--- src/rtl/core/fvn_pkg.sv ---
// Shared constants and types for the fractal value noise block.
`timescale 1ns / 1ps
`default_nettype none

package fvn_pkg;

  // Hash mixing primes
  localparam logic [31:0] HP2 = 32'd2246822519;
  localparam logic [31:0] HP3 = 32'd3266489917;
  localparam logic [31:0] HP5 = 32'd374761393;
  localparam int unsigned SH_A = 13;
  localparam int unsigned SH_B = 16;

  // Fraction bits of the inverse scale register
  localparam int unsigned SCALE_FRAC = 16;
  // Largest supported fraction width of the octave coordinate
  localparam int unsigned FRAC_MAX = 24;

  localparam logic [16:0] ROUGH_ONE = 17'h10000;

  localparam int unsigned CFG_IDX_W = 2;

  typedef enum logic [CFG_IDX_W-1:0] {
    REG_SEED  = 2'd0,
    REG_ROUGH = 2'd1,
    REG_INV   = 2'd2
  } cfg_reg_t;

endpackage

`default_nettype wire

--- src/rtl/core/fvn_hash.sv ---
// Three-stage pipelined seeded 2D hash of one lattice point.
`timescale 1ns / 1ps
`default_nettype none

module fvn_hash (
  input  logic        clk,
  input  logic        en,
  input  logic [31:0] seed,
  input  logic [31:0] u,
  input  logic [31:0] v,
  output logic [31:0] hash
);
  import fvn_pkg::*;

  logic [31:0] add_r, mul_r, p_r, q_r;
  logic [31:0] pre, pmix;

  assign pre  = add_r + mul_r;
  assign pmix = p_r ^ (p_r >> SH_A);

  always_ff @(posedge clk) begin
    if (en) begin
      add_r <= seed + u + HP5;
      mul_r <= v * HP3;
      p_r   <= pre * HP2;
      q_r   <= pmix * HP3;
    end
  end

  assign hash = q_r ^ (q_r >> SH_B);

endmodule

`default_nettype wire

--- config.mk ---
export PLATFORM = sky130hd
export DESIGN_NAME = fvn_hash
export DESIGN_NICKNAME = d
export VERILOG_FILES = /design/src/rtl/core/fvn_pkg.sv /design/src/rtl/core/fvn_hash.sv
export SDC_FILE = /design/constraint.sdc
export NUM_CORES = 2
export LEC_CHECK = 0
export BUFFER_PORTS_ARGS = -buffer_cell sky130_fd_sc_hd__buf_2
export CAP_MARGIN = 25
export CELL_PAD_IN_SITES_DETAIL_PLACEMENT = 0
export CELL_PAD_IN_SITES_GLOBAL_PLACEMENT = 1
export CORE_ASPECT_RATIO = 1.4
export CORE_UTILIZATION = 48
export DETAILED_ROUTE_END_ITERATION = 16
export PLACE_DENSITY_LB_ADDON = 0.1
export SYNTH_ARGS = -nofsm -noshare
export SYNTH_HDL_FRONTEND = slang
export SYNTH_SLANG_ARGS = --single-unit
--- constraint.sdc ---
create_clock -name clk -period 12.65 [get_ports clk]
set_input_delay 0.6325 -clock clk [delete_from_list [all_inputs] [get_ports clk]]
set_output_delay 0.6325 -clock clk [all_outputs]
set_load 0.01 [all_outputs]
==> results.md <==
- The flow ran to the end, and the final reports show no timing, DRC or antenna violations.
- Counting every instance in the synthesized netlist gives about 3400.
- The total via count in the routed design is ~23000.
- Before antenna repair, the detailed router went through 7 iterations.
- The slew at the pin closest to its max-slew limit is 1.00 ns.
- The per-cell via count in the routed design is 5.01.
- Once detail routing completed, the nets flagged for antenna violations numbered 0.
- The synthesized design contains around 130 enable-type register cells.
- The tool flagged a number of max-cap violations equal to 0.
- The total clock buffers created by CTS is 17.
- The die span in y is 324 um.
- The cell class contributing the biggest share of worst-path delay is adder cells.
- TritonCTS built the clock tree.
- The type of the setup path with the least slack is reg -> reg.
- The number of max-slew violations in the final report is 0.
- The detailed-route wire length per cell is 20.9 um.
- The number of gates resized after cts is 0.
- Compared with the post-synthesis result, the final layout area differs by 7.09%.
- On the critical path, the stage with the largest delay is an instance of sky130_fd_sc_hd__fa_1.
- The area of the core is ~73000 um^2.
- The data required time of the worst path is around 13 ns.
- The maximum frequency from static timing analysis is about 0.1 GHz.
- On the worst path, the slowest cell contributes a delay of 0.56 ns.
- Counting both buffers and inverters, the worst setup path holds a total of 2.
- The count of different cell masters after synthesis is between 60 and 70.
- Yosys printed 0 warnings.
- The worst setup path is launched from a register.
- Of all nets on the critical path, the largest fanout is 6.
- The first-pass GRT wire length is about 150 mm.
- The number of nets at the end of the flow is about 5000.
- The final critical-path share of the clock period is between 70% and 80%.
- The shortest clock period the worst path allows after layout is just under 10 ns.
- Yosys attributes the largest share of cell area to sky130_fd_sc_hd__fa_1, sky130_fd_sc_hd__ha_1, sky130_fd_sc_hd__inv_1, sky130_fd_sc_hd__edfxtp_1, sky130_fd_sc_hd__xnor2_1.
- After clock tree synthesis, the flow added hold-fix buffers numbering 0.
- STA classifies the critical path endpoint as a register.
- The site row count is roughly 120.
- Setup violations remaining at the end of the flow were counted as 0.
- In the routed design, unresolved DRC markers number 0.
- The synthesized design spends more area on one cell type than any other, namely sky130_fd_sc_hd__fa_1.
- The clock skew is between 0.009 and 0.01 ns.
- Entering global routing, the biggest net connects 80 pins.
- The post-synthesis net count is 4871.
- The proportion of register bits with asynchronous set or reset after synthesis is 0%.
- The primary flip-flop cell chosen by synthesis mapping is sky130_fd_sc_hd__edfxtp_1.
- The number of sinks on the clock net is 128.
- The area of the die is ~75000 um^2.
- Fill cells in the final layout number 6676.
- The chip width is 232 um.
- The total routing usage reported by global routing is 26.7%.
- The class of the tightest hold or removal check is in -> reg.
- The top cell type by area accounts for 36.7% of the synthesized area.
- Setup repair after global routing left no endpoint under its margin.
- The longest clock path from root to sink contains 2 buffers.
- The via count of the first global-routing pass was roughly 26000.
- Clock tree synthesis selected as its root buffer the cell sky130_fd_sc_hd__clkbuf_16.
- The storage element area is 3840 um^2.
- The clock latency at the later pin of the worst-skew pair is between 0.4 and 0.5 ns.
- The sequential-to-total area share from yosys stat is between 10% and 20%.
- In this run the cell area of the synthesized design comes to 35600 um^2.
- In this design, the critical path's most frequently occurring cell is sky130_fd_sc_hd__xnor2_1.
- The DRC violation total after the first TritonRoute iteration is between 700 and 800.
- The clock input transition at the sequential cells of the worst setup and hold paths is roughly 0.070 ns.
- The library cell used most frequently in the layout, excluding fill and tap cells, is sky130_fd_sc_hd__inv_1.
- In the final layout, the multi-input gates occupy between 20000 and 30000 um^2.
- The number of hold-slack violations in the final timing report is 0.
- The sum of routed wire length over all layers is ~95 mm.
- At the end of routability-driven placement, the weighted congestion stood at approximately 0.96.
- The number of antenna diodes is 0.
- The count of buffers inserted at the top-level ports is 129.
- The H-tree generated during clock tree synthesis spans 4 levels.
- The average cell area after synthesis is between 10 and 15 um^2.
- The final-layout setup total negative slack is 0 ns.
- For this configuration, the core starts out at a cell density of 48.7%.
- The remaining global-route overflow is 0.
- In this run the tightest slew margin relative to its limit is 33.0%.
- The number of antenna violations at the first check in global routing is 0.
- The HPWL reported at the end of detailed placement is between 80 and 90 mm.
- After synthesis the netlist holds a flip-flop and latch count of approximately 130.
- In the layout the commonest cells are sky130_fd_sc_hd__inv_1, sky130_fd_sc_hd__ha_1, sky130_fd_sc_hd__fa_1, sky130_fd_sc_hd__xnor2_1.
- The layout cell share with drive strength beyond 1 is 5.60%.
- The number of setup buffers added after CTS is 0.
- For this design the top-level I/O count stands at between 100 and 150.
- The arrival time of the worst setup path is around 10 ns.
## logic make-up after synthesis
| kind of cell | after synthesis | synth area share, % |
|---|---|---|
| simple gates | 200 | 2.70 |
| mux | 1 | 0.0281 |
| xor+xnor | 278 | 7.00 |
| flops | 128 | 10.8 |
| fa+ha+maj | 1345 | 61.1 |
| compound gates | 332 | 6.15 |
| buf+inv | 1144 | 12.2 |
## worst paths after layout
kind                  from        to  slack [ns]  cells past startpoint
setup / recovery  add_r[6]   p_r[31]        2.89                     33
hold / removal        v[1]  mul_r[1]        0.57                      1
setup reg to reg  add_r[6]   p_r[31]        2.89                     33
hold reg to reg     p_r[1]    q_r[1]        0.79                      2
## synthesized netlist by cell type, types with 3 or more instances
cell type	instances
sky130_fd_sc_hd__a211oi_2	3
sky130_fd_sc_hd__ha_1	692
sky130_fd_sc_hd__a21o_1	58
sky130_fd_sc_hd__xnor2_1	200
sky130_fd_sc_hd__and2_1	3
sky130_fd_sc_hd__o31ai_1	4
sky130_fd_sc_hd__a21oi_1	102
sky130_fd_sc_hd__inv_1	1125
sky130_fd_sc_hd__nor4_1	3
sky130_fd_sc_hd__nor2b_1	10
sky130_fd_sc_hd__o31a_1	4
sky130_fd_sc_hd__fa_1	653
sky130_fd_sc_hd__o21ai_0	38
sky130_fd_sc_hd__nand4_1	7
sky130_fd_sc_hd__a21boi_0	6
sky130_fd_sc_hd__nor2_1	61
sky130_fd_sc_hd__or2_2	3
sky130_fd_sc_hd__nand2b_1	17
sky130_fd_sc_hd__o21a_1	17
sky130_fd_sc_hd__o2111ai_1	4
sky130_fd_sc_hd__edfxtp_1	128
sky130_fd_sc_hd__o21bai_1	29
sky130_fd_sc_hd__or3_1	4
sky130_fd_sc_hd__o41ai_1	3
sky130_fd_sc_hd__buf_4	16
sky130_fd_sc_hd__nand3_1	19
sky130_fd_sc_hd__nor3_1	15
sky130_fd_sc_hd__o21ai_1	12
sky130_fd_sc_hd__a211o_1	4
sky130_fd_sc_hd__nand2_1	44
sky130_fd_sc_hd__a31oi_1	8
sky130_fd_sc_hd__and3_1	9
sky130_fd_sc_hd__xor2_1	74
sky130_fd_sc_hd__a211oi_1	12
sky130_fd_sc_hd__a41oi_1	3
## sequential cells by signal (all words and copies together), names as in the netlist
register and cells:
p_r 32, add_r 32, q_r 32, mul_r 32
## metrics by stage
step | setup slack (ns) | hold slack (ns) | util, % | instances | cell area [um^2]
2_1_floorplan | 3.77 | 0.656 | - | 3428 | 35600
3_3_place_gp | 3.09 | 0.790 | 51.3 | 4511 | 37500
3_5_place_dp | 2.93 | 0.790 | 51.3 | 4512 | 37500
4_1_cts | 2.85 | 0.555 | 52.2 | 4544 | 38100
5_1_grt | 2.14 | 0.559 | 52.2 | 4544 | 38100
6_report | 2.89 | 0.572 | 52.2 | 4544 | 38100
## final cells by class
type                       count  area share [%]
multi-input combinational   2156            71.9
inverter                    1126            11.1
sequential                   128            10.1
tap                          952            3.13
timing repair buffer         150            2.12
clock buffer                  17            1.12
clock inverter                15           0.545
## layer usage
metal	vias to the layer above	GRT usage, %	wire length, um
met5	-	0	0
met4	0	11.8	4510
met3	123	1.44	1190
met2	262	54.3	55200
met1	11555	27.5	33900
li1	10829	-	-
Power is left out: the tool's default activity adds up to more than one toggle a clock period on the data nets, which glitch-free logic cannot reach.
